$ cat config.mk
export PLATFORM = sky130hd
export DESIGN_NAME = xmodem_crc_receiver_top
export DESIGN_NICKNAME = d
export VERILOG_FILES = /design/src/sv/xcr_pkg.sv /design/src/sv/xcr_buffer.sv /design/src/sv/xmodem_crc_receiver_top.sv
export SDC_FILE = /design/constraint.sdc
export NUM_CORES = 2
export LEC_CHECK = 0
export BUFFER_PORTS_ARGS = -buffer_cell sky130_fd_sc_hd__buf_2
export CAP_MARGIN = 15
export CORE_MARGIN = 8
export CORE_UTILIZATION = 40
export CTS_BUF_LIST = sky130_fd_sc_hd__clkbuf_2 sky130_fd_sc_hd__clkbuf_4 sky130_fd_sc_hd__clkbuf_8
export DETAILED_ROUTE_END_ITERATION = 10
export PLACE_DENSITY = 0.66
export SYNTH_ARGS = -nofsm -noshare
export SYNTH_HDL_FRONTEND = slang
export SYNTH_SLANG_ARGS = --single-unit
$ cat constraint.sdc
create_clock -name clk -period 9.66 [get_ports clk]
set_input_delay 0.966 -clock clk [delete_from_list [all_inputs] [get_ports clk]]
set_output_delay 0.966 -clock clk [all_outputs]
set_load 0.02 [all_outputs]
$ cat src/sv/xcr_pkg.sv
package xcr_pkg;

  localparam int unsigned DataBytesDef = 128;
  localparam int unsigned SeqW = 26;

  localparam logic [7:0] RepC   = 8'h43;
  localparam logic [7:0] RepAck = 8'h06;
  localparam logic [7:0] RepNak = 8'h15;
  localparam logic [7:0] RepCan = 8'h18;
  localparam logic [7:0] HdrSoh = 8'h01;
  localparam logic [7:0] HdrEot = 8'h04;

  localparam logic OpStart = 1'b0;
  localparam logic OpByte  = 1'b1;

  localparam logic CfgBase   = 1'b0;
  localparam logic CfgRegion = 1'b1;

  typedef struct packed {
    logic       operation;
    logic [7:0] frame_byte;
    logic       frame_end;
  } in_item_t;

  typedef struct packed {
    logic        kind;
    logic [31:0] write_address;
    logic [31:0] write_word;
    logic [7:0]  reply_code;
    logic        session_over;
    logic        last;
  } out_item_t;

  function automatic logic [15:0] crc_byte(input logic [15:0] crc, input logic [7:0] b);
    logic [15:0] c;
    c = crc ^ {b, 8'h00};
    for (int i = 0; i < 8; i++) begin
      c = c[15] ? ((c << 1) ^ 16'h1021) : (c << 1);
    end
    return c;
  endfunction

endpackage

$ cat src/sv/xcr_buffer.sv
module xcr_buffer #(
  parameter int unsigned DATA_BYTES = xcr_pkg::DataBytesDef
) (
  input  logic                              clk,
  input  logic                              wr_en,
  input  logic [$clog2(DATA_BYTES)-1:0]     wr_addr,
  input  logic [7:0]                        wr_data,
  input  logic                              rd_en,
  input  logic [$clog2(DATA_BYTES/4)-1:0]   rd_addr,
  output logic [31:0]                       rd_word
);
  localparam int unsigned Words = DATA_BYTES / 4;

  logic [31:0] mem [Words];
  logic [$clog2(Words)-1:0] waddr;

  assign waddr = wr_addr[$clog2(DATA_BYTES)-1:2];

  always_ff @(posedge clk) begin
    if (wr_en) begin
      case (wr_addr[1:0])
        2'd0: mem[waddr][7:0] <= wr_data;
        2'd1: mem[waddr][15:8] <= wr_data;
        2'd2: mem[waddr][23:16] <= wr_data;
        default: mem[waddr][31:24] <= wr_data;
      endcase
    end
    if (rd_en) begin
      rd_word <= mem[rd_addr];
    end
  end
endmodule

$ cat src/sv/xmodem_crc_receiver_top.sv
// A reply is registered and appears in the cycle after its request is accepted;
// an accepted packet then streams its word writes one per cycle while the output
// is not stalled, each word read from the buffer memory, then the ACK.
// Throughput: one frame byte per cycle while receiving and the output is free.
// Reset (synchronous, rst_n low) closes the session and clears the registers.
module xmodem_crc_receiver_top #(
  parameter int unsigned DATA_BYTES = xcr_pkg::DataBytesDef
) (
  input  logic               clk,
  input  logic               rst_n,
  input  logic               in_valid,
  output logic               in_stall,
  input  xcr_pkg::in_item_t  in_data,
  output logic               out_valid,
  input  logic               out_stall,
  output xcr_pkg::out_item_t out_data,
  input  logic               cfg_valid,
  output logic               cfg_ready,
  input  logic               cfg_index,
  input  logic [31:0]        cfg_data
);
  import xcr_pkg::*;

  localparam int unsigned FrameLen = DATA_BYTES + 5;
  localparam int unsigned PosCap = DATA_BYTES + 6;
  localparam int unsigned PosW = $clog2(PosCap + 1);
  localparam int unsigned Words = DATA_BYTES / 4;
  localparam int unsigned WW = $clog2(Words);
  localparam int unsigned AW = $clog2(DATA_BYTES);
  localparam int unsigned ShW = $clog2(DATA_BYTES);

  typedef enum logic [2:0] {
    ST_IDLE = 3'b001,
    ST_WR   = 3'b010,
    ST_ACK  = 3'b100
  } state_t;

  state_t state_r, state_nxt;
  logic [31:0] base_r, region_r;
  logic active_r;
  logic [SeqW-1:0] seq_r;
  logic [PosW-1:0] pos_r;
  logic [7:0] hdr_r, num_r, cmp_r;
  logic [15:0] crc_r, rcrc_r;
  logic [WW-1:0] rd_cnt_r;
  logic rd_pend_r;
  logic [31:0] addr_r;
  logic [WW-1:0] wr_cnt_r;
  logic out_valid_r;
  out_item_t out_r;

  logic acc, out_free;
  logic [PosW-1:0] npos;
  logic buf_we, buf_re;
  logic [31:0] rd_word;
  logic [7:0] b;
  logic [7:0] nhdr, nnum, ncmp;
  logic [15:0] ncrc, nrcrc;
  logic [SeqW+ShW-1:0] need;
  logic frame_close, pkt_ok, out_set;

  assign cfg_ready = 1'b1;
  assign out_free = !out_valid_r || !out_stall;
  assign in_stall = (state_r != ST_IDLE) || !out_free;
  assign acc = in_valid && !in_stall;
  assign out_valid = out_valid_r;
  assign out_data = out_r;
  assign b = in_data.frame_byte;

  always_comb begin
    nhdr = hdr_r; nnum = num_r; ncmp = cmp_r; ncrc = crc_r; nrcrc = rcrc_r;
    buf_we = 1'b0;
    if (pos_r == PosW'(0)) nhdr = b;
    else if (pos_r == PosW'(1)) nnum = b;
    else if (pos_r == PosW'(2)) ncmp = b;
    else if (pos_r < PosW'(DATA_BYTES + 3)) begin
      ncrc = crc_byte(crc_r, b);
      buf_we = acc && in_data.operation == OpByte && active_r;
    end else if (pos_r == PosW'(DATA_BYTES + 3)) nrcrc = {b, rcrc_r[7:0]};
    else if (pos_r == PosW'(DATA_BYTES + 4)) nrcrc = {rcrc_r[15:8], b};
    npos = (pos_r >= PosW'(PosCap)) ? PosW'(PosCap) : pos_r + PosW'(1);
    need = {seq_r, {ShW{1'b0}}};
  end

  assign frame_close = acc && in_data.operation == OpByte && active_r && in_data.frame_end;
  assign pkt_ok = (npos == PosW'(FrameLen)) && (9'(nnum) + 9'(ncmp) == 9'd255) &&
                  (crc_r == nrcrc) && (nhdr == HdrSoh) &&
                  !(need > (SeqW+ShW)'(region_r)) && (nnum == seq_r[7:0]);
  assign out_set = (acc && in_data.operation == OpStart) || (frame_close && !pkt_ok) ||
                   (rd_pend_r && out_free) ||
                   (state_r == ST_ACK && out_free && !rd_pend_r);

  logic [AW-1:0] wa;
  assign wa = AW'(pos_r - PosW'(3));
  assign buf_re = (state_r == ST_WR) && out_free;

  xcr_buffer #(.DATA_BYTES(DATA_BYTES)) u_buf (
    .clk(clk), .wr_en(buf_we), .wr_addr(wa), .wr_data(b),
    .rd_en(buf_re), .rd_addr(rd_cnt_r), .rd_word(rd_word)
  );

  function automatic out_item_t rep(input logic [7:0] c, input logic ov);
    out_item_t o;
    o = '0;
    o.kind = 1'b1; o.reply_code = c; o.session_over = ov; o.last = 1'b1;
    return o;
  endfunction

  function automatic out_item_t wr(input logic [31:0] a, input logic [31:0] w);
    out_item_t o;
    o = '0;
    o.write_address = a; o.write_word = w;
    return o;
  endfunction

  always_comb begin
    state_nxt = state_r;
    case (state_r)
      ST_IDLE: if (frame_close && pkt_ok) state_nxt = ST_WR;
      ST_WR: if (buf_re && rd_cnt_r == WW'(Words - 1)) state_nxt = ST_ACK;
      ST_ACK: if (out_free && !rd_pend_r) state_nxt = ST_IDLE;
      default: state_nxt = ST_IDLE;
    endcase
  end

  always_ff @(posedge clk) begin
    if (!rst_n) begin
      state_r <= ST_IDLE; base_r <= '0; region_r <= '0; active_r <= 1'b0;
      seq_r <= SeqW'(1); pos_r <= '0; hdr_r <= '0; num_r <= '0; cmp_r <= '0;
      crc_r <= '0; rcrc_r <= '0; out_valid_r <= 1'b0; rd_cnt_r <= '0;
      rd_pend_r <= 1'b0; wr_cnt_r <= '0; addr_r <= '0; out_r <= '0;
    end else begin
      state_r <= state_nxt;
      if (cfg_valid) begin
        if (cfg_index == CfgBase) base_r <= cfg_data;
        else region_r <= cfg_data;
      end
      out_valid_r <= out_set || (out_valid_r && out_stall);
      if (acc) begin
        if (in_data.operation == OpStart) begin
          active_r <= 1'b1; seq_r <= SeqW'(1); pos_r <= '0; crc_r <= '0;
          out_r <= rep(RepC, 1'b0);
        end else if (active_r) begin
          hdr_r <= nhdr; num_r <= nnum; cmp_r <= ncmp; rcrc_r <= nrcrc;
          if (!in_data.frame_end) begin
            pos_r <= npos; crc_r <= ncrc;
          end else begin
            pos_r <= '0; crc_r <= '0;
            if (npos == PosW'(1)) begin
              out_r <= rep((nhdr == HdrEot) ? RepAck : RepCan, 1'b1);
              active_r <= 1'b0;
            end else if (npos != PosW'(FrameLen)) begin
              out_r <= rep(RepCan, 1'b1); active_r <= 1'b0;
            end else if (9'(nnum) + 9'(ncmp) != 9'd255) out_r <= rep(RepNak, 1'b0);
            else if (crc_r != nrcrc) out_r <= rep(RepNak, 1'b0);
            else if (nhdr != HdrSoh) begin
              out_r <= rep(RepCan, 1'b1); active_r <= 1'b0;
            end else if (need > (SeqW+ShW)'(region_r)) begin
              out_r <= rep(RepCan, 1'b1); active_r <= 1'b0;
            end else if (nnum + 8'd1 == seq_r[7:0]) out_r <= rep(RepAck, 1'b0);
            else if (nnum != seq_r[7:0]) begin
              out_r <= rep(RepCan, 1'b1); active_r <= 1'b0;
            end else begin
              rd_cnt_r <= '0; wr_cnt_r <= '0;
              addr_r <= base_r + 32'({seq_r - SeqW'(1), {ShW{1'b0}}});
              seq_r <= seq_r + SeqW'(1);
            end
          end
        end
      end
      if (buf_re) rd_cnt_r <= rd_cnt_r + WW'(1);
      if (out_free) rd_pend_r <= buf_re;
      if (rd_pend_r && out_free) begin
        out_r <= wr(addr_r + 32'({wr_cnt_r, 2'b00}), rd_word);
        wr_cnt_r <= wr_cnt_r + WW'(1);
      end else if (state_r == ST_ACK && out_free && !rd_pend_r) begin
        out_r <= rep(RepAck, 1'b0);
      end
    end
  end
endmodule

## Word-level counts from Yosys, hierarchy flattened

Memories as Yosys holds them, arrays and structs flattened. A register that Yosys moved wholly into a read port is not among the register bits.
Cells that the tools add are included.

| operators by class | value |
|---|---|
| add/subtract/negate cells | 10 |
| multiply operators | 0 |
| div/mod/pow operators | 0 |
| order comparisons | 3 |
| equality and inequality tests | 64 |
| shift operators | 0 |
| mux-type cells | 102 |
| bitwise operators | 20 |
| reductions and logical operators | 60 |

Operators with widths:

| cell | count |
|---|---|
| $mux W75 | 13 |
| $mux W26 | 11 |
| $mux W16 | 12 |
| $mux W13 | 8 |
| $mux W8 | 11 |
| $mux W5 | 15 |
| $mux W74 | 1 |
| $ne A2 B2 Y1 const B | 19 |
| $reduce_and A12 Y1 | 3 |
| $gt A33 B32 Y1 | 1 |
| $add A32 B32 Y32 | 1 |
| $add A32 B7 Y32 | 1 |
| $mux W1 | 27 |
| $add A26 B1 Y26 const B | 1 |
| $sub A25 B1 Y25 const B | 1 |
| $eq A8 B1 Y1 const B | 3 |
| $eq A8 B8 Y1 const B | 3 |
| $not A3 Y3 | 8 |
| $ne A2 B1 Y1 const B | 10 |
| $logic_and A1 B1 Y1 | 19 |
| $reduce_bool A2 Y1 | 9 |
| $add A8 B1 Y8 const B | 2 |
| $eq A16 B16 Y1 | 1 |
| $eq A8 B8 Y1 | 2 |
| other kinds (43) | 77 |

| storage, ports and cells | value |
|---|---|
| register bits | 277 |
| latch bits | 0 |
| bits in writable memories | 1024 |
| ROM bits | 0 |
| input port bits | 48 |
| output and inout bits | 78 |
| logic and storage cells | 283 |
| memories kept | 1 |

Memories:

| name | words | bits a word | read ports | clocked after memory_dff | wr ports | RTL line | source |
|---|---|---|---|---|---|---|---|
| u_buf.mem | 32 | 32 | 1 | 1 | 1 | xcr_buffer.sv:14 | `logic [31:0] mem [Words];` |

## Logic depth before layout (Yosys ltp)

| depth | value |
|---|---|
| depth in word-level cells | 24 |
| gate-level depth with buffers | 21 |

## By module

From an unflattened synthesis, not the netlist that was laid out.

| unflattened totals | value |
|---|---|
| cells, all modules | 4291 |
| area, all modules | 56420.4 um2 |

Modules (own cells, without submodules):

| module | times used | cells each | area an instance (um2) | seq. area each (um2) |
|---|---|---|---|---|
| xcr_buffer | 1 | 2407 | 41365.9 | 31710.4 |
| xmodem_crc_receiver_top | 1 | 1884 | 15054.4 | 5485.3 |

## Worst setup path after synthesis

OpenSTA, ideal clock, no wires.

| path | value |
|---|---|
| path type | register -> register |
| start | register pos_r[3] |
| end | register out_r (netlist bit out_data[42]) |
| setup time | 0.117 ns |
| data arrival time | 4.383 ns |
| required time | 9.543 ns |
| slack | 5.160 ns |
| stages on the path, launching flop included | 21 |
| path buffers | 6 |
| path through | dfxtp_1 buf_4 nor4_4 clkbuf_1 nand4_1 clkbuf_1 a21oi_1 inv_1 ha_1 a21o_1 a21oi_1 nor2_1 a311oi_1 nor4_2 and3_1 buf_2 a21boi_1 nor3_1 buf_2 buf_4 a22o_1 |

| between the ends | value |
|---|---|
| elaborated cells on any way between the ends | 45 |
| those cells by class | 3 x add/sub; 2 x order compare; 12 x eq/ne; 26 x mux; 2 x reduce/logical |

RTL lines:

| what | RTL line | source |
|---|---|---|
| start: declaration | xmodem_crc_receiver_top.sv:42 | `logic [PosW-1:0] pos_r;` |
| start signal: assignment | xmodem_crc_receiver_top.sv:146 | `pos_r <= npos; crc_r <= ncrc;` |
| $eq A8 B2 Y1 | xmodem_crc_receiver_top.sv:75 | `else if (pos_r == PosW'(2)) ncmp = b;` |
| $mux W8 | xmodem_crc_receiver_top.sv:75 |  |
| $mux W8 | xmodem_crc_receiver_top.sv:74 | `else if (pos_r == PosW'(1)) nnum = b;` |
| $mux W8 (*) | xmodem_crc_receiver_top.sv:73 | `if (pos_r == PosW'(0)) nhdr = b;` |
| net ncmp[1] | xmodem_crc_receiver_top.sv:57 | `logic [7:0] nhdr, nnum, ncmp;` |
| $add A8 B8 Y9 (*) | xmodem_crc_receiver_top.sv:154 | `end else if (9'(nnum) + 9'(ncmp) != 9'd255) out_r <= rep(RepNak, 1'b0);` |
| $ne A9 B8 Y1 (*) | xmodem_crc_receiver_top.sv:154 |  |
| $mux W75 | xmodem_crc_receiver_top.sv:154 |  |
| $mux W75 | xmodem_crc_receiver_top.sv:152 | `end else if (npos != PosW'(FrameLen)) begin` |
| $mux W75 | xmodem_crc_receiver_top.sv:149 | `if (npos == PosW'(1)) begin` |
| $mux W75 | xmodem_crc_receiver_top.sv:145 | `if (!in_data.frame_end) begin` |
| $mux W75 | xmodem_crc_receiver_top.sv:143 | `end else if (active_r) begin` |
| $mux W75 | xmodem_crc_receiver_top.sv:140 | `if (in_data.operation == OpStart) begin` |
| $mux W75 | xmodem_crc_receiver_top.sv:139 | `if (acc) begin` |
| $mux W75 | xmodem_crc_receiver_top.sv:176 | `end else if (state_r == ST_ACK && out_free && !rd_pend_r) begin` |
| $mux W74 | xmodem_crc_receiver_top.sv:173 | `if (rd_pend_r && out_free) begin` |
| end signal: assignment | xmodem_crc_receiver_top.sv:142 | `out_r <= rep(RepC, 1'b0);` |
| end signal: assignment | xmodem_crc_receiver_top.sv:174 | `out_r <= wr(addr_r + 32'({wr_cnt_r, 2'b00}), rd_word);` |
| end signal: assignment | xmodem_crc_receiver_top.sv:177 | `out_r <= rep(RepAck, 1'b0);` |
| end: declaration | xmodem_crc_receiver_top.sv:50 | `out_item_t out_r;` |

The timed path passes the listed nets; every way through them passes the cells marked *. The select of a mux whose other input is x is not followed.
A chain may end at the register's enable or synchronous reset.

## Final worst setup path

| path | value |
|---|---|
| start | register pos_r[3] |
| end | register out_r (netlist bit out_data[41]) |

Same word-level chain as after synthesis.

==> impl_metrics.yaml <==
layout:
  fin_area_mm2: 0.06304
  syn_to_final_growth_pct: 12.30
  drive_gt1_share_pct: 23.40
  fill_cells: 12180
  finish.net_count: 3883
min_path:
  min_from: "cfg_data[25]"
  hold_class: "in -> reg"
placement:
  dp.final_hpwl_mm: 90.78
  routabilityCongestion: 0.8965
  io_buffer_count: 122
  post_dp_cell_area_mm2: 0.05866
timing:
  finalHoldViolCount: 0
  rsz0062_at_grt: "no"
  timing.slew.headroom_pct: 24.74
  max_freq_mhz: 164.7
  setup_tns_ns: 0
  min_period_ns: 6.072
  period_share_pct: 62.86
  drv_slew: 0
  tightest_slew_ns: 1.129
  skew_ns: 0.05104
  finalSetupViolations: 0
synth:
  synth_commonest_cells: "edfxtp_1, nand2_1, mux4_2, dfxtp_1, nor2_1"
  dominantRegCellSynth: "edfxtp_1"
  synth_top_area_cell: "edfxtp_1"
  synth_edf_count: 1056
  synth-seq-cells: 1330
  synth-compound-area-share_pct: 5.891
  async_reset_ff_share_pct: 0
  synth.area.top_cells: "edfxtp_1, mux4_2, dfxtp_1"
  synthCells: 3595
  synthXorXnorAreaFrac_pct: 1.966
  synth_mux_area_share_pct: 14.10
  synth_fa_ha_area_share_pct: 1.712
  synth.cell_area_mm2: 0.05614
  ys_warn_count: 0
  synth_top_area_share_pct: 56.49
  yosysSeqAreaShare_pct: 66.26
  synthDistinctLibCells: 91
  synth_top_family_by_area: "multiplexers"
  postSynthAreaPerCell_um2: 15.61
  yosysMostFrequentCell: "edfxtp_1"
  synth-simple-area-share_pct: 7.993
global_route:
  grt_first_pass_wirelength_mm: 210.0
  grt_usage_pct: 18.15
  antenna_found_initial: 8
  grt_max_degree: 134
  grt_overflow: 0
  grt_pass1_vias: 32140
drt:
  vias: 32440
  drtAntennaViolNets: 0
  routed_wl_mm: 141.8
  drt_iter0_drc: 2910
  drt_first_pass_iters: 6
  vias_per_cell: 5.583
  drc: 0
  wl_per_cell_um: 24.40
worst_setup_path:
  cp.required_ns: 10.49
  start_kind: "flip-flop"
  end_kind: "flip-flop"
  crit_type: "reg -> reg"
  r2r_start: "pos_r[3]"
  crit_arrival_ns: 6.90
  path_max_fanout: 65
  startpoint: "pos_r[3]"
cts:
  cts_resized: 0
  cts_sinks: 1330
  holdBufCountCts: 0
  insertion_delay_ns: 0.93
  cts.path.max_buffers: 3
  htreeDepth: 4
  path_clk_slew_ns: 0.07
  cts_buffers: 203
  cts_setup_buffers: 0
  clk_root_buffer_cell: "clkbuf_8"
  cts_tree: "built"
status:
  outcome: "finished, final reports clean"
floorplan:
  dieArea_mm2: 0.1526
  core-area_mm2: 0.1394
  initial_core_util_pct: 40.28
  chipHeight_um: 390.6
  die_x_um: 390.6
  placementRows: 137
  ios: 126
pwr:
  ir_drop_v: 0.0001310
  p_leak_nw: 20.43
  power.density_mw_per_mm2: 180.4
run:
  drv_cap: 0
==> routing by layer <==
layer  part of all wire (%)  routed length [um]  track usage (%)  vias to the layer above
met5                      0                   0                0                        -
met4                    2.5                3476            5.207                        0
met3                    8.1               11420            4.048                      193
met2                     47               66030            28.81                     1326
met1                     43               60830            25.17                    16650
li1                       -                   -                -                    14270
==> placed cells by master (no fill, tap or decap), types with 13 or more instances in the layout <==
master	n
clkinv_1	32
and3_1	32
o21ai_0	51
dfxtp_1	269
and2_1	23
buf_2	113
a31o_2	15
clkbuf_8	226
nor2_1	222
a21boi_0	107
inv_1	79
xor2_1	40
ha_1	72
mux2_2	36
nand4_1	40
a22o_1	63
a21oi_1	89
nor3_1	39
o22ai_1	13
edfxtp_1	1056
mux4_2	320
mux2i_1	28
clkinv_2	34
xnor2_1	86
nand2_1	323
nand3_1	55
nor3b_1	23
nand2b_1	45
clkbuf_4	52
buf_4	46
nor2b_1	44
a31oi_1	14
==> cells by family after synthesis <==
group                      Yosys count
DFF                               1330
and+or+nand+nor                    924
AOI/OAI and AO/OA                  465
muxes                              385
buffers and inverters              288
xor gates and xnor gates           126
adders and majority gates           75
other                                2
==> sequential cells by signal, summed over array words and instances, names as in the netlist, 16 cells and up <==
signal / cells
u_buf.mem: 1024
out_data: 72
addr_r: 32
base_r: 32
region_r: 32
u_buf.rd_word: 32
seq_r: 26
crc_r: 16
rcrc_r: 16
==> final cells by class <==
type                    instances  area (um^2)  area share (%)
multi-input cells            1978        17810           28.25
flip-flops and latches       1330        37210           59.03
repair buffers                167         1081           1.715
diodes                          7        17.52         0.02779
inverters                      80        300.3          0.4763
well taps                    1876         2347           3.723
clock buffers                 278         3501           5.553
clock inverters                94        775.7           1.231
==> critical path, stage by stage, from the launching register on <==
cell	delay, ns
dfxtp_1	0.44
nor4_4	0.82
nand4_1	0.67
mux2_2	0.50
ha_1	0.20
inv_1	0.08
fa_1	0.42
nor3b_1	0.20
nand4_1	0.17
a221oi_1	0.27
nand4_1	0.15
nor4_2	0.25
and3_1	0.37
a21boi_1	0.21
nor3_2	0.14
buf_4	0.74
a22o_1	0.27
==> power by group <==
part / total, mW / switching [mW] / internal, mW
clock network: 4.89 / 2.30 / 2.59
registers: 6.20 / 0.0170 / 6.19
logic: 0.282 / 0.205 / 0.0768
total: 11.4 / 2.52 / 8.86
==> metrics by stage <==
step,hold slack (ns),cells,setup WS (ns),util [%],power [mW]
2_1_floorplan,0.4353,3596,5.160,-,6.453
3_3_place_gp,0.4379,5425,3.929,42.06,6.596
3_5_place_dp,0.4464,5427,3.727,42.09,6.604
4_1_cts,0.2543,5799,3.689,45.16,11.46
5_1_grt,0.3050,5806,3.111,45.23,11.72
6_report,0.3420,5810,3.588,45.24,11.37
==> final timing paths <==
kind	to	slack, ns	depth (start not counted)
max reg2reg	out_data[41]	3.59	16
min	base_r[25]	0.34	3
max	out_data[41]	3.59	16
min reg2reg	out_data[19]	0.45	1
Note: power is estimated with default switching activity, not from simulation.
